<file path="config.mk">
export PLATFORM = sky130hd
export DESIGN_NAME = imu_fifo_pattern_demux_flat
export DESIGN_NICKNAME = d
export VERILOG_FILES = /design/src/rtl/ifpd_pkg.sv /design/src/rtl/ifpd_channels.sv /design/src/rtl/imu_fifo_pattern_demux.sv /design/src/rtl/ifpd_apb_regs.sv /design/src/rtl/ifpd_pattern_core.sv /design/src/flat_wrapper.sv
export SDC_FILE = /design/constraint.sdc
export NUM_CORES = 1
export LEC_CHECK = 0
export ABC_AREA = 1
export CELL_PAD_IN_SITES_DETAIL_PLACEMENT = 0
export CELL_PAD_IN_SITES_GLOBAL_PLACEMENT = 1
export CORE_MARGIN = 10
export CORE_UTILIZATION = 53
export CTS_BUF_LIST = sky130_fd_sc_hd__clkbuf_4 sky130_fd_sc_hd__clkbuf_8
export DETAILED_ROUTE_END_ITERATION = 16
export DONT_BUFFER_PORTS = 1
export GPL_TIMING_DRIVEN = 0
export PLACE_DENSITY = 0.95
export SLEW_MARGIN = 40
export SYNTH_ARGS = -nofsm -noshare
export SYNTH_HDL_FRONTEND = slang
export SYNTH_HIERARCHICAL = 1
export SYNTH_SLANG_ARGS = --single-unit
export TNS_END_PERCENT = 1
</file>
<file path="constraint.sdc">
create_clock -name clk -period 14.81 [get_ports clk]
set_input_delay 0.7405 -clock clk [delete_from_list [all_inputs] [get_ports clk]]
set_output_delay 0.7405 -clock clk [all_outputs]
set_load 0.05 [all_outputs]
</file>
<file path="src/rtl/ifpd_pkg.sv">
// Shared types, constants and helper functions for the IMU FIFO pattern demux.
package ifpd_pkg;

    // Design sizing
    localparam int NUM_SENSORS = 3;    // 2..3 sensors share the FIFO
    localparam int COUNT_BITS  = 8;    // width of the per-pattern count per sensor
    localparam int SLOT_W      = 2;    // slot index, wide enough for the "none" code
    localparam int DROP_W      = 4;
    localparam int CFG_CNT_W   = 8;
    localparam int WORD_W      = 16;
    localparam int ADDR_W      = 4;
    localparam int DATA_W      = 32;

    // Sensor kinds as the host sees them
    localparam logic [1:0] KIND_ACCEL = 2'd0;
    localparam logic [1:0] KIND_GYRO  = 2'd1;
    localparam logic [1:0] KIND_MAG   = 2'd2;

    // Pattern slots, in round-robin order
    localparam logic [SLOT_W-1:0] SLOT_GYRO  = 2'd0;
    localparam logic [SLOT_W-1:0] SLOT_ACCEL = 2'd1;
    localparam logic [SLOT_W-1:0] NO_SLOT    = 2'd3;

    localparam logic OP_SAMPLE = 1'b0;
    localparam logic OP_ARM    = 1'b1;

    localparam logic STATUS_TAGGED        = 1'b0;
    localparam logic STATUS_EMPTY_PATTERN = 1'b1;

    // Register word indexes (paddr[3:2])
    localparam logic [1:0] REG_GYRO_PER_PATTERN  = 2'd0;
    localparam logic [1:0] REG_ACCEL_PER_PATTERN = 2'd1;
    localparam logic [1:0] REG_MAG_PER_PATTERN   = 2'd2;
    localparam logic [1:0] REG_DISCARD           = 2'd3;

    localparam logic [DROP_W-1:0] DISCARD_RESET = 4'd2;

    typedef logic        [1:0]            kind_t;
    typedef logic        [SLOT_W-1:0]     slot_t;
    typedef logic        [COUNT_BITS-1:0] count_t;
    typedef logic        [DROP_W-1:0]     drop_t;
    typedef logic signed [WORD_W-1:0]     word_t;

    typedef struct packed {
        logic [CFG_CNT_W-1:0] gyro_per_pattern;
        logic [CFG_CNT_W-1:0] accel_per_pattern;
        logic [CFG_CNT_W-1:0] mag_per_pattern;
        drop_t                discard_after_change;
    } cfg_regs_t;

    typedef struct packed {
        logic  opcode;
        kind_t sensor_choice;
        word_t axis_x_raw;
        word_t axis_y_raw;
        word_t axis_z_raw;
    } in_item_t;

    typedef struct packed {
        logic  status;
        kind_t sensor_kind;
        word_t out_x;
        word_t out_y;
        word_t out_z;
    } out_item_t;

    function automatic kind_t slot_kind(input slot_t slot);
        kind_t kind;
        unique case (slot)
            SLOT_GYRO:  kind = KIND_GYRO;
            SLOT_ACCEL: kind = KIND_ACCEL;
            default:    kind = KIND_MAG;
        endcase
        return kind;
    endfunction

    // Pattern count for a slot, taken in its low COUNT_BITS bits
    function automatic count_t slot_count(input cfg_regs_t cfg, input slot_t slot);
        count_t cnt;
        unique case (slot)
            SLOT_GYRO:  cnt = COUNT_BITS'(cfg.gyro_per_pattern);
            SLOT_ACCEL: cnt = COUNT_BITS'(cfg.accel_per_pattern);
            default:    cnt = COUNT_BITS'(cfg.mag_per_pattern);
        endcase
        return cnt;
    endfunction

endpackage

</file>
<file path="src/rtl/ifpd_channels.sv">
// Valid/ready channel interfaces for FIFO samples and tagged results.
interface ifpd_sample_if import ifpd_pkg::*; ();
    logic  valid;
    logic  ready;
    logic  opcode;
    kind_t sensor_choice;
    word_t axis_x_raw;
    word_t axis_y_raw;
    word_t axis_z_raw;

    modport source (
        output valid, opcode, sensor_choice, axis_x_raw, axis_y_raw, axis_z_raw,
        input  ready
    );
    modport sink (
        input  valid, opcode, sensor_choice, axis_x_raw, axis_y_raw, axis_z_raw,
        output ready
    );
endinterface

interface ifpd_result_if import ifpd_pkg::*; ();
    logic  valid;
    logic  ready;
    logic  status;
    kind_t sensor_kind;
    word_t out_x;
    word_t out_y;
    word_t out_z;

    modport source (
        output valid, status, sensor_kind, out_x, out_y, out_z,
        input  ready
    );
    modport sink (
        input  valid, status, sensor_kind, out_x, out_y, out_z,
        output ready
    );
endinterface

</file>
<file path="src/rtl/imu_fifo_pattern_demux.sv">
// Top level of the IMU FIFO pattern demux: input register, pattern core, result register.
//
//  channel  | dir | handshake         | payload
//  ---------+-----+-------------------+----------------------------------------------
//  samples  | in  | valid/ready       | opcode, sensor_choice, axis_x/y/z_raw
//  results  | out | valid/ready       | status, sensor_kind, out_x/y/z
//  apb      | in  | psel/penable      | paddr[3:0], pwdata, prdata (pready tied high)
//
// One transaction per cycle sustained while results.ready is high: a sample is captured
// in the input register, tagged by the pattern core when the result register is free or
// draining, and lands in the result register, where result valid rises if a result is made.
// Reset clears pattern counts, discard counters and the last-served slot (next is gyro).
// A stalled result holds the core; samples.ready drops only while both registers are full
// and results.ready is low.
module imu_fifo_pattern_demux import ifpd_pkg::*; (
    input  logic              clk,
    input  logic              rst_n,
    input  logic              psel,
    input  logic              penable,
    input  logic              pwrite,
    input  logic [ADDR_W-1:0] paddr,
    input  logic [DATA_W-1:0] pwdata,
    output logic [DATA_W-1:0] prdata,
    output logic              pready,
    ifpd_sample_if.sink       samples,
    ifpd_result_if.source     results
);

    cfg_regs_t cfg;
    in_item_t  in_item_reg;
    in_item_t  in_item_next;
    logic      in_valid_reg;
    logic      in_valid_next;
    out_item_t out_item_reg;
    out_item_t out_item_next;
    logic      out_valid_reg;
    logic      out_valid_next;
    out_item_t core_result;
    logic      core_has_result;
    logic      fire;
    logic      take_in;

    ifpd_apb_regs u_regs (
        .clk     (clk),
        .rst_n   (rst_n),
        .psel    (psel),
        .penable (penable),
        .pwrite  (pwrite),
        .paddr   (paddr),
        .pwdata  (pwdata),
        .prdata  (prdata),
        .pready  (pready),
        .cfg     (cfg)
    );

    ifpd_pattern_core u_core (
        .clk        (clk),
        .rst_n      (rst_n),
        .fire       (fire),
        .item       (in_item_reg),
        .cfg        (cfg),
        .has_result (core_has_result),
        .result     (core_result)
    );

    // the held item is processed when the result register is free or draining
    assign fire          = in_valid_reg && (!out_valid_reg || results.ready);
    assign samples.ready = !in_valid_reg || fire;
    assign take_in       = samples.valid && samples.ready;

    always_comb
    begin
        in_item_next  = in_item_reg;
        in_valid_next = in_valid_reg;
        if (take_in)
        begin
            in_item_next.opcode        = samples.opcode;
            in_item_next.sensor_choice = samples.sensor_choice;
            in_item_next.axis_x_raw    = samples.axis_x_raw;
            in_item_next.axis_y_raw    = samples.axis_y_raw;
            in_item_next.axis_z_raw    = samples.axis_z_raw;
            in_valid_next              = 1'b1;
        end
        else if (fire)
        begin
            in_valid_next = 1'b0;
        end
    end

    always_comb
    begin
        out_item_next  = out_item_reg;
        out_valid_next = out_valid_reg;
        if (fire)
        begin
            out_item_next  = core_result;
            out_valid_next = core_has_result;
        end
        else if (results.ready)
        begin
            out_valid_next = 1'b0;
        end
    end

    always_ff @(posedge clk or negedge rst_n)
    begin
        if (!rst_n)
        begin
            in_valid_reg  <= 1'b0;
            out_valid_reg <= 1'b0;
        end
        else
        begin
            in_valid_reg  <= in_valid_next;
            out_valid_reg <= out_valid_next;
        end
    end

    always_ff @(posedge clk)
    begin
        in_item_reg  <= in_item_next;
        out_item_reg <= out_item_next;
    end

    assign results.valid       = out_valid_reg;
    assign results.status      = out_item_reg.status;
    assign results.sensor_kind = out_item_reg.sensor_kind;
    assign results.out_x       = out_item_reg.out_x;
    assign results.out_y       = out_item_reg.out_y;
    assign results.out_z       = out_item_reg.out_z;

endmodule

</file>
<file path="src/rtl/ifpd_apb_regs.sv">
// APB configuration registers: per-pattern counts and discard depth.
module ifpd_apb_regs import ifpd_pkg::*; (
    input  logic              clk,
    input  logic              rst_n,
    input  logic              psel,
    input  logic              penable,
    input  logic              pwrite,
    input  logic [ADDR_W-1:0] paddr,
    input  logic [DATA_W-1:0] pwdata,
    output logic [DATA_W-1:0] prdata,
    output logic              pready,
    output cfg_regs_t         cfg
);

    cfg_regs_t cfg_reg;
    cfg_regs_t cfg_next;
    logic      wr_en;
    logic [1:0] reg_idx;

    assign pready  = 1'b1;
    assign wr_en   = psel && penable && pwrite && pready;
    assign reg_idx = paddr[3:2];
    assign cfg     = cfg_reg;

    always_comb
    begin
        cfg_next = cfg_reg;
        if (wr_en)
        begin
            unique case (reg_idx)
                REG_GYRO_PER_PATTERN:  cfg_next.gyro_per_pattern  = pwdata[CFG_CNT_W-1:0];
                REG_ACCEL_PER_PATTERN: cfg_next.accel_per_pattern = pwdata[CFG_CNT_W-1:0];
                REG_MAG_PER_PATTERN:   cfg_next.mag_per_pattern   = pwdata[CFG_CNT_W-1:0];
                REG_DISCARD:           cfg_next.discard_after_change = pwdata[DROP_W-1:0];
            endcase
        end
    end

    always_comb
    begin
        unique case (reg_idx)
            REG_GYRO_PER_PATTERN:  prdata = DATA_W'(cfg_reg.gyro_per_pattern);
            REG_ACCEL_PER_PATTERN: prdata = DATA_W'(cfg_reg.accel_per_pattern);
            REG_MAG_PER_PATTERN:   prdata = DATA_W'(cfg_reg.mag_per_pattern);
            REG_DISCARD:           prdata = DATA_W'(cfg_reg.discard_after_change);
        endcase
    end

    always_ff @(posedge clk or negedge rst_n)
    begin
        if (!rst_n)
        begin
            cfg_reg.gyro_per_pattern     <= '0;
            cfg_reg.accel_per_pattern    <= '0;
            cfg_reg.mag_per_pattern      <= '0;
            cfg_reg.discard_after_change <= DISCARD_RESET;
        end
        else
        begin
            cfg_reg <= cfg_next;
        end
    end

endmodule

</file>
<file path="src/rtl/ifpd_pattern_core.sv">
// Pattern state, round-robin slot pick and per-sensor discard counters.
module ifpd_pattern_core import ifpd_pkg::*; (
    input  logic      clk,
    input  logic      rst_n,
    input  logic      fire,
    input  in_item_t  item,
    input  cfg_regs_t cfg,
    output logic      has_result,
    output out_item_t result
);

    count_t left_reg    [NUM_SENSORS];
    count_t left_next   [NUM_SENSORS];
    drop_t  drop_reg    [NUM_SENSORS];
    drop_t  drop_next   [NUM_SENSORS];
    slot_t  last_reg;
    slot_t  last_next;

    count_t reload_left [NUM_SENSORS];
    count_t eff_left    [NUM_SENSORS];
    slot_t  eff_last;
    slot_t  start_slot;
    slot_t  pick;
    logic   found;
    logic   empty;
    logic   drop_hit;
    kind_t  kind;
    logic   is_arm;

    assign is_arm = (item.opcode == OP_ARM);

    always_comb
    begin
        empty = 1'b1;
        for (int i = 0; i < NUM_SENSORS; i++)
        begin
            reload_left[i] = slot_count(cfg, SLOT_W'(i));
            if (left_reg[i] != '0)
                empty = 1'b0;
        end
        // a used-up pattern reloads before the pick
        if (empty)
        begin
            eff_left = reload_left;
            eff_last = NO_SLOT;
        end
        else
        begin
            eff_left = left_reg;
            eff_last = last_reg;
        end
    end

    // Round-robin search starting after the last served slot
    always_comb
    begin
        logic [SLOT_W:0] cand;
        if (eff_last == NO_SLOT || eff_last == SLOT_W'(NUM_SENSORS - 1))
            start_slot = '0;
        else
            start_slot = eff_last + 1'b1;
        found = 1'b0;
        pick  = '0;
        for (int k = 0; k < NUM_SENSORS; k++)
        begin
            cand = (SLOT_W+1)'(start_slot) + (SLOT_W+1)'(k);
            if (cand >= (SLOT_W+1)'(NUM_SENSORS))
                cand = cand - (SLOT_W+1)'(NUM_SENSORS);
            if (!found && eff_left[cand[SLOT_W-1:0]] != '0)
            begin
                found = 1'b1;
                pick  = cand[SLOT_W-1:0];
            end
        end
        kind     = slot_kind(pick);
        drop_hit = (drop_reg[kind] != '0);
    end

    always_comb
    begin
        left_next = left_reg;
        drop_next = drop_reg;
        last_next = last_reg;
        if (fire)
        begin
            if (is_arm)
            begin
                if (item.sensor_choice < SLOT_W'(NUM_SENSORS))
                    drop_next[item.sensor_choice] = cfg.discard_after_change;
                left_next = reload_left;
                last_next = NO_SLOT;
            end
            else if (found)
            begin
                left_next       = eff_left;
                left_next[pick] = eff_left[pick] - 1'b1;
                last_next       = pick;
                if (drop_hit)
                    drop_next[kind] = drop_reg[kind] - 1'b1;
            end
            else
            begin
                left_next = eff_left;
                last_next = eff_last;
            end
        end
    end

    always_comb
    begin
        has_result = !is_arm && (!found || !drop_hit);
        if (!found)
        begin
            result.status      = STATUS_EMPTY_PATTERN;
            result.sensor_kind = '0;
            result.out_x       = '0;
            result.out_y       = '0;
            result.out_z       = '0;
        end
        else
        begin
            result.status      = STATUS_TAGGED;
            result.sensor_kind = kind;
            result.out_x       = item.axis_x_raw;
            result.out_y       = item.axis_y_raw;
            result.out_z       = item.axis_z_raw;
        end
    end

    always_ff @(posedge clk or negedge rst_n)
    begin
        if (!rst_n)
        begin
            for (int i = 0; i < NUM_SENSORS; i++)
            begin
                left_reg[i] <= '0;
                drop_reg[i] <= '0;
            end
            last_reg <= NO_SLOT;
        end
        else
        begin
            left_reg <= left_next;
            drop_reg <= drop_next;
            last_reg <= last_next;
        end
    end

endmodule
</file>
<file path="src/flat_wrapper.sv">
// flat-port wrapper written by rule: the top's interface ports become plain ports
module imu_fifo_pattern_demux_flat import ifpd_pkg::*;
  (clk, rst_n, psel, penable, pwrite, paddr, pwdata, prdata, pready, samples_valid, samples_opcode, samples_sensor_choice, samples_axis_x_raw, samples_axis_y_raw, samples_axis_z_raw, samples_ready, results_valid, results_status, results_sensor_kind, results_out_x, results_out_y, results_out_z, results_ready);
  ifpd_sample_if samples_i ();
  ifpd_result_if results_i ();
  input  logic clk;
  input  logic rst_n;
  input  logic psel;
  input  logic penable;
  input  logic pwrite;
  input  logic [ADDR_W-1:0] paddr;
  input  logic [DATA_W-1:0] pwdata;
  output logic [DATA_W-1:0] prdata;
  output logic pready;
  input wire logic [$bits(samples_i.valid)-1:0] samples_valid;
  input wire logic [$bits(samples_i.opcode)-1:0] samples_opcode;
  input wire logic [$bits(samples_i.sensor_choice)-1:0] samples_sensor_choice;
  input wire logic [$bits(samples_i.axis_x_raw)-1:0] samples_axis_x_raw;
  input wire logic [$bits(samples_i.axis_y_raw)-1:0] samples_axis_y_raw;
  input wire logic [$bits(samples_i.axis_z_raw)-1:0] samples_axis_z_raw;
  output wire logic [$bits(samples_i.ready)-1:0] samples_ready;
  output wire logic [$bits(results_i.valid)-1:0] results_valid;
  output wire logic [$bits(results_i.status)-1:0] results_status;
  output wire logic [$bits(results_i.sensor_kind)-1:0] results_sensor_kind;
  output wire logic [$bits(results_i.out_x)-1:0] results_out_x;
  output wire logic [$bits(results_i.out_y)-1:0] results_out_y;
  output wire logic [$bits(results_i.out_z)-1:0] results_out_z;
  input wire logic [$bits(results_i.ready)-1:0] results_ready;
  assign samples_i.valid = samples_valid;
  assign samples_i.opcode = samples_opcode;
  assign samples_i.sensor_choice = samples_sensor_choice;
  assign samples_i.axis_x_raw = samples_axis_x_raw;
  assign samples_i.axis_y_raw = samples_axis_y_raw;
  assign samples_i.axis_z_raw = samples_axis_z_raw;
  assign samples_ready = samples_i.ready;
  assign results_valid = results_i.valid;
  assign results_status = results_i.status;
  assign results_sensor_kind = results_i.sensor_kind;
  assign results_out_x = results_i.out_x;
  assign results_out_y = results_i.out_y;
  assign results_out_z = results_i.out_z;
  assign results_i.ready = results_ready;
  imu_fifo_pattern_demux u_core (.clk(clk), .rst_n(rst_n), .psel(psel), .penable(penable), .pwrite(pwrite), .paddr(paddr), .pwdata(pwdata), .prdata(prdata), .pready(pready), .samples(samples_i), .results(results_i));
endmodule
</file>
==> flow_summary.toml, run 1 <==
[run_status]
outcome = "completed"

[synth]
synthTopCellsByArea = "edfxtp_1 (34%), dfrtp_1 (18%), nand2_1 (14%), inv_1 (5.4%), nor2_1 (2.9%)"
ys_top_cells_by_count = "nand2_1 (342), inv_1 (129), edfxtp_1 (102)"
ys_ff_latch = 170
synth-edff-count = 102
ys_types = 47
netlist_area_um2 = 8950
yosysTopAreaCellShare = 0.342
synth_top_area_cell = "edfxtp_1"
ys_seq_area_frac = 0.533
postSynthAreaPerCell_um2 = 8.65
ys_warn_count = 6
yosys_most_used_dff = "edfxtp_1"
ys_async_sr_fraction = 0.400
synthCells = 1034
yosysMostFrequentCell = "nand2_1"

[cells_and_area]
largest_reg_flops = 51
final-seq-area_um2 = 4770
drive_gt1_frac = 0.157
areaGrowthSynthToFinish_pct = 9.62
multi_input_area_um2 = 3310
layout.nets = 1177
stdcell_count = 1315
nFillCells = 1485

[floorplanning]
die_h_um = 150
rows = 47
core_um2 = 16600
io_pins = 180
dieArea_um2 = 22500
die_width_um = 150
start_util = 0.539

[detailed_routing]
vias = 6888
viasPerCell = 5.24
drtIter0Drc = 637
firstDrtPassIters = 5
ant_nets = 0
drc = 0
routed_wl_mm = 24.0
avgRoutedWirePerCell_um = 18.3

[timing]
timing.final.crit_share = 0.275
timing.setup.tns_ps = 0
skew_ps = 17.0
hold_violations = 0
finalSetupViolCount = 0
slew_headroom = 0.541
fmax_ghz = 0.245
worst_slew_pin_slew_ps = 687
worst_slack_ps = 10740
rsz0062_at_grt = "no"
finalMaxSlewViolations = 0
min_period_ps = 4070

[power]
ir_worst_vdd_mv = 0.0863
power.leakage_nw = 4.82
power_mw = 1.81
p_per_area_nw_per_um2 = 185

[critical_path]
arrival_ps = 4430
startpoint_type = "flip-flop"
cp_max_fo = 10
slowest_delay_ps = 390
cp-end-kind = "flip-flop"
worst_ep_required_time_ps = 15170
cp_common_cell = "nand2_1"
path_class = "flip-flop to flip-flop"
crit_path_cell_trace = "nor2_1 -> nand2_1 -> nor2_4 -> buf_2 -> nand4_1 -> nand2_1 -> nand2_1 -> nor2_2 -> nand2_1 -> nand2_1 -> nand2_1 -> nor2_4 -> nand4_2 -> nand2_4 -> buf_4 -> o21ai_2 -> nand3_2 -> ha_1 -> nand4_1 -> nor2_1 -> xor2_1 -> nand2_1 -> nand2_1 -> a21oi_1"
cpMaxStageDelayCell = "dfrtp_1"

[clocking]
clkTransAtPathRegs_ps = 100
insertion_delay_ps = 470
cts_resized = 0
cts_max_level = 4
tritoncts = "done"
numCtsBuffers = 17
clockRootBuffer = "clkbuf_8"
cts_buffer_depth = 2
cts.sinks = 170

[global_routing]
grt_first_pass_wirelength_mm = 36.4
grt_overflow = 0
antenna_found_initial = 1
grt_max_degree = 66
grt_pass1_vias = 6456
track_usage = 0.210

[placement]
post-place-cells = 1281
place.detailed.hpwl_mm = 17.9
dp_worst_setup_slack_ps = 10860
place_congestion = 0.991
portBuffers = 0

[worst_hold_path]
hold_class = "input pin to asynchronous set/reset pin"

[flow_run]
cap_violations = 0
==> worst max-delay path, delay by kind of cell (launching register included) <==
family	cells	cell delay, ps
xor gates and xnor gates	1	340
DFF	1	390
AOI/OAI and AO/OA	2	190
buffers and inverters	2	490
adders and majority gates	1	200
and+or+nand+nor	18	2350
==> logic make-up after synthesis <==
logic type | share of synthesized area
and+or+nand+nor | 0.281
DFF | 0.533
xor gates and xnor gates | 0.00476
other | 0.000839
buffers and inverters | 0.108
adders and majority gates | 0.00280
AOI/OAI and AO/OA | 0.0690
==> placed cells by master, fill, tap and decap left out, types with 2 or more instances in the layout <==
cell	n
a21oi_1	49
a21oi_2	3
a22oi_1	6
buf_2	9
buf_4	32
buf_6	5
buf_8	3
clkbuf_1	10
clkbuf_8	18
clkinv_2	2
conb_1	25
dfrtp_1	65
dfstp_2	3
edfxtp_1	102
ha_1	2
inv_1	128
inv_2	20
inv_6	4
inv_8	6
nand2_1	342
nand2_2	13
nand2_4	8
nand3_1	49
nand3_2	6
nand3_4	2
nand3b_1	2
nand4_1	27
nor2_1	68
nor2_2	6
nor2_4	11
nor2_8	3
o211ai_1	3
o21ai_0	17
o21ai_1	12
o21ai_2	3
o221ai_1	3
o22ai_1	6
xor2_1	2
==> worst paths after layout <==
path | start | endpoint | slack, ps | cells past startpoint
min reg2reg | u_core/u_core/drop_reg[1] | u_core/u_core/drop_reg[1] | 480 | 2
max | u_core/u_core/left_reg[16] | u_core/u_core/left_reg[4] | 10740 | 24
max in group asynchronous | rst_n | u_core/u_regs/cfg[12] | 14380 | 1
min in group clk | samples_axis_z_raw[9] | u_core/in_item_reg[9] | 360 | 0
min | rst_n | u_core/u_core/last_reg[1] | 110 | 0
max reg2reg | u_core/u_core/left_reg[16] | u_core/u_core/left_reg[4] | 10740 | 24
==> per-stage QoR <==
stage / hold WS [ps] / util / cell area (um2)
after floorplan: 442 / - / 9030
after global placement: 447 / 0.561 / 9310
after detailed placement: 447 / 0.566 / 9390
after CTS: 79.2 / 0.591 / 9800
after global routing: 72.9 / 0.591 / 9810
final: 106 / 0.591 / 9810
==> where the power goes <==
part / switching [mW] / total, mW / internal, mW / leakage, nW
registers: 0.163 / 0.785 / 0.621 / 1.83
logic: 0.484 / 0.700 / 0.216 / 2.79
clock network: 0.199 / 0.327 / 0.128 / 0.199
==> final cells by class <==
| type | instances | share of cell area |
|---|---|---|
| sequential | 170 | 0.486 |
| clock buffer | 17 | 0.0239 |
| multi-input combinational | 678 | 0.337 |
| buffer | 59 | 0.0413 |
| inverter | 150 | 0.0578 |
| antenna | 1 | 0.000255 |
| tap | 220 | 0.0281 |
| timing repair buffer | 5 | 0.00944 |
| clock inverter | 15 | 0.0159 |
==> metal layers <==
metal / wire length, um / up-vias / track usage / part of all wire
met5: 0 / - / 0 / 0
met2: 12000 / 288 / 0.337 / 0.50
met1: 9580 / 3189 / 0.266 / 0.40
met4: 742 / 0 / 0.0952 / 0.031
met3: 1740 / 47 / 0.0492 / 0.073
li1: - / 3364 / - / -
==> repair_timing <==
action	in CTS	in global routing
setup buffers	0	0
hold buffers	1	0
endpoints found under the hold margin	65	0
Note: power is estimated with default switching activity, not from simulation.
==> inputs of run 2 (changes only) <==
- CORE_UTILIZATION: 53 -> 49
- PLACE_DENSITY: 0.95 -> 0.92
- clock period: 14.81 -> 4 ns (I/O delays scaled with it)
==> run 2 against run 1 <==
Wire length grew 8.9%; clock skew down 2.1 ps; sequential power grew to 3.7 times the previous value; combinational power grew to 4.3 times the previous value; power increased to 3.9 times the previous value; fmax up 4.9%; flip-flop and latch count unchanged; core utilization grew 1.5 points; cell count increased by 8.0%; clock-buffer cell count increased by 1; worst setup slack worse by 11000 ps; largest cell class unchanged.
==> flow_summary.toml, run 2 (synthesis gave the netlist of run 1 again) <==
[critical_path]
arrival_ps = 4230
cp_common_cell = "nand2_1"
cp_max_fo = 10
worstSetupStartpoint = "u_core/u_core/left_reg[16]"
timing.rr.start = "u_core/u_core/left_reg[16]"
path_class = "flip-flop to flip-flop"
worst_ep_required_time_ps = 4350
cp-end-kind = "flip-flop"
slowest_delay_ps = 400
startpoint_type = "flip-flop"
cpMaxStageDelayCell = "dfrtp_1"

[clocking]
clkTransAtPathRegs_ps = 100
numCtsBuffers = 17
tritoncts = "done"
cts_buffer_depth = 2
cts_max_level = 4
insertion_delay_ps = 460
clockRootBuffer = "clkbuf_8"
cts.sinks = 170

[floorplanning]
io_pins = 180
core_um2 = 18000
die_h_um = 155
dieArea_um2 = 24100
start_util = 0.498
rows = 49
die_width_um = 155

[cells_and_area]
largest_reg_flops = 51
layout.nets = 1274
final_cell_mix = "nand2_1 (329), inv_1 (128), edfxtp_1 (102)"
nFillCells = 1518
final-seq-area_um2 = 4770
drive_gt1_frac = 0.196
finalInstanceArea_um2 = 10900
areaGrowthSynthToFinish_pct = 21.8
final_common_cell = "nand2_1"
multi_input_area_um2 = 3410

[detailed_routing]
viasPerCell = 5.32
firstDrtPassIters = 6
met3_wirelength_mm = 2.26
dr_wl_met2_mm = 12.8
ant_nets = 0
routed_wl_mm = 26.2
drc = 0
highest_layer = "met4"
drtIter0Drc = 796
avgRoutedWirePerCell_um = 18.4
drt-met1-wl_mm = 9.88
vias = 7557

[global_routing]
grt_pass1_vias = 7093
grt_overflow = 0
antenna_found_initial = 1
track_usage = 0.206
grt_max_degree = 69
grt_first_pass_wirelength_mm = 38.8

[timing]
fmax_ghz = 0.258
skew_ps = 14.8
finalSetupViolCount = 0
slew_headroom = 0.534
finalMaxSlewViolations = 0
min_period_ps = 3880
timing.setup.tns_ps = 0
worst_slew_pin_slew_ps = 698
hold_violations = 0
timing.final.crit_share = 0.971

[flow_run]
cap_violations = 0

[run_status]
outcome = "completed"

[power]
ir_worst_vdd_mv = 0.333
power.leakage_nw = 5.28
power_mw = 7.04
p_per_area_nw_per_um2 = 646

[worst_hold_path]
hold_class = "input pin to flip-flop"
min_from = "psel"

[placement]
portBuffers = 0
place_congestion = 0.949
place.detailed.hpwl_mm = 18.1
placed_area_um2 = 9400
run 2: per-stage QoR:
| stage | worst slack, ps | hold WS [ps] | cells | util |
|---|---|---|---|---|
| 4_1_cts | 84.4 | 17.5 | 1386 | 0.580 |
| 5_1_grt | -68.2 | 41.0 | 1420 | 0.607 |
| 6_report | 117 | 49.6 | 1420 | 0.607 |
| 3_5_place_dp | 119 | -92.1 | 1290 | 0.523 |
| 3_3_place_gp | -48.2 | -92.4 | 1286 | 0.519 |
| 2_1_floorplan | 868 | -95.6 | 1057 | - |
run 2: layout make-up:
cell class / count / area share
plain buffers: 59 / 0.0401
inverters: 150 / 0.0520
repair buffers: 102 / 0.0979
clock inverters: 13 / 0.0107
flip-flops and latches: 170 / 0.437
multi-input cells: 678 / 0.313
well taps: 229 / 0.0263
clock buffers: 18 / 0.0222
diodes: 1 / 0.000230
run 2: critical path, delay by kind of cell, from the launching register on:
family | cells | cell delay [ps]
fa+ha+maj | 1 | 180
buf+inv | 5 | 620
xor+xnor | 1 | 260
simple gates | 20 | 2200
compound gates | 1 | 70
flops | 1 | 400
run 2: per-layer routing:
metal  up-vias  track usage
met2       411        0.335
met3        95       0.0496
li1       3560            -
met4         0        0.108
met1      3491        0.248
met5         -            0
run 2: worst paths after layout:
kind,endpoint,slack (ps),cells after the start
max,u_core/u_core/left_reg[20],120,28
min,u_core/u_regs/cfg[0],50,4
min reg2reg,u_core/u_core/drop_reg[7],480,2
max in group asynchronous,u_core/u_core/last_reg[0],3360,2
min in group asynchronous,u_core/u_core/left_reg[13],300,2
max reg2reg,u_core/u_core/left_reg[20],120,28
run 2: power by group:
group	internal [mW]	leakage, nW	switching (mW)
Clock	0.454	0.182	0.682
Sequential	2.30	1.83	0.612
Combinational	1.04	3.27	1.95
run 2: repair_timing:
item                                    4_1_cts  5_1_grt
hold endpoints to repair                    149        0
gates resized for setup                       0       43
hold buffers                                 65        0
setup buffers                                 0       29
endpoints found under the setup margin        0       21
==> inputs of run 3 (changes only) <==
- BUFFER_PORTS_ARGS: unset -> -buffer_cell sky130_fd_sc_hd__buf_4
- CORE_UTILIZATION: 49 -> 39
- DONT_BUFFER_PORTS: 1 -> unset
- PLACE_DENSITY: 0.92 -> 0.86
==> run 3 against run 2 <==
Highest routed layer unchanged; clock-buffer cell count down 1; clock skew up 5.3 ps; first-iteration DRC count down 25%; fmax up 1.6%; worst setup slack better by 61 ps; sequential power down 12%; via count up 0.94%; cell count up 11%; global-route usage down 2.7 points.
==> flow_summary.toml, run 3 (synthesis gave the netlist of run 1 again) <==
[run_status]
outcome = "completed"

[cells_and_area]
finalInstanceArea_um2 = 11600
post-route-util = 0.515
final_common_cell = "nand2_1"
final_cell_mix = "nand2_1 (335), buf_4 (163), inv_1 (128)"
drive_gt1_frac = 0.251
layout.nets = 1372
stdcell_count = 1574
n_antenna_cell = 0
largest_reg_flops = 51
areaGrowthSynthToFinish_pct = 30.0

[power]
power.leakage_nw = 5.75
p_per_area_nw_per_um2 = 614
power_mw = 7.14
ir_worst_vdd_mv = 0.274

[floorplanning]
die_width_um = 171
dieArea_um2 = 29400
die_h_um = 171
core_um2 = 22600
start_util = 0.396
io_pins = 180
rows = 55

[global_routing]
met1_usage = 0.226
grt_pass1_vias = 7378
grt_max_degree = 69
grt_overflow = 0
grt_busiest_layer = "met2"
gr-usage-met3 = 0.0282
grt_use_met2 = 0.310
antenna_found_initial = 0
grt_first_pass_wirelength_mm = 40.9
track_usage = 0.179

[timing]
min_period_ps = 3820
finalSetupViolCount = 0
hold-worst-slack_ps = 67.3
skew_ps = 20.1
fmax_ghz = 0.262
worst_slack_ps = 178
rsz0062_at_grt = "yes"
slew_headroom = 0.574
finalMaxSlewViolations = 0
timing.final.crit_share = 0.955
hold_violations = 0
timing.setup.tns_ps = 0
worst_slew_pin_slew_ps = 638

[critical_path]
worstSetupStartpoint = "u_core/u_core/left_reg[17]"
ff2ff_setup_slack_ps = 180
slowest_delay_ps = 410
cp_common_cell = "nand2_1"
cp-end-kind = "flip-flop"
worst_ep_required_time_ps = 4340
cp-endpoint = "u_core/u_core/left_reg[20]"
rr_endpoint = "u_core/u_core/left_reg[20]"
timing.rr.start = "u_core/u_core/left_reg[17]"
arrival_ps = 4170
cpMaxStageDelayCell = "dfrtp_1"
cp_max_fo = 10
path_class = "flip-flop to flip-flop"
startpoint_type = "flip-flop"
r2r_cells = 28

[worst_hold_path]
hold_class = "input pin to flip-flop"

[detailed_routing]
drtIter0Drc = 597
firstDrtPassIters = 5
avgRoutedWirePerCell_um = 16.9
routed_wl_mm = 26.7
viasPerCell = 4.85
vias = 7628
drc = 0
ant_nets = 0

[placement]
placed_area_um2 = 10400
portBuffers = 128
place_congestion = 0.932
post-place-cells = 1474
place.detailed.hpwl_mm = 19.6
dp_worst_setup_slack_ps = 69.1

[clocking]
numCtsBuffers = 17
insertion_delay_ps = 460
cts.sinks = 170
clockRootBuffer = "clkbuf_8"
tritoncts = "done"
cts_buffer_depth = 2
cts_max_level = 4
clkTransAtPathRegs_ps = 110

[flow_run]
cap_violations = 0
## run 3: critical path: cells and delay by family (launching register included)
| kind | cells | cell delay [ps] |
|---|---|---|
| AND/OR/NAND/NOR | 20 | 2020 |
| buffers and inverters | 4 | 510 |
| XOR/XNOR | 1 | 260 |
| flip-flops | 1 | 410 |
| adder cells (fa/ha/maj) | 1 | 170 |
| AO/OA/AOI/OAI | 2 | 330 |
## run 3: cell type report
| type | count | area, um2 |
|---|---|---|
| Fill cell | 2072 | 10900 |
| Sequential cell | 170 | 4770 |
| Multi-Input combinational cell | 678 | 3370 |
| Timing Repair Buffer | 200 | 1720 |
| Inverter | 150 | 567 |
| Buffer | 59 | 424 |
| Tap cell | 285 | 357 |
| Clock buffer | 17 | 234 |
| Clock inverter | 15 | 186 |
## run 3: how the worst min path moves through the flow
stage | depth (start not counted) | end | startpoint | slack [ps]
4_1_cts | 4 | u_core/results.valid | results_ready | 50
6_report | 4 | u_core/results.valid | results_ready | 70
3_3_place_gp | 1 | u_core/in_item_reg[37] | samples_axis_x_raw[5] | 380
5_1_grt | 4 | u_core/results.valid | results_ready | 90
2_1_floorplan | 0 | u_core/in_valid_reg | rst_n | -100
3_5_place_dp | 1 | u_core/u_regs/cfg[11] | rst_n | 250
## run 3: where the power goes
| group | total (mW) | switching [mW] | internal [mW] | leakage (nW) |
|---|---|---|---|---|
| registers | 2.56 | 0.266 | 2.29 | 1.83 |
| logic | 3.33 | 2.25 | 1.08 | 3.71 |
| clock network | 1.26 | 0.772 | 0.488 | 0.210 |
| total | 7.14 | 3.29 | 3.86 | 5.75 |
## run 3: repair_timing
| action | CTS | global route |
|---|---|---|
| hold buffers | 61 | 0 |
| resized for setup | 0 | 25 |
| setup endpoints to repair | 0 | 22 |
| endpoints found under the hold margin | 145 | 0 |
| setup buffers | 0 | 6 |
## run 3: metal layers
metal / up-vias / part of all wire
met2: 248 / 0.51
met4: 0 / 0.021
met1: 3592 / 0.41
met5: - / 0
li1: 3752 / -
met3: 36 / 0.060
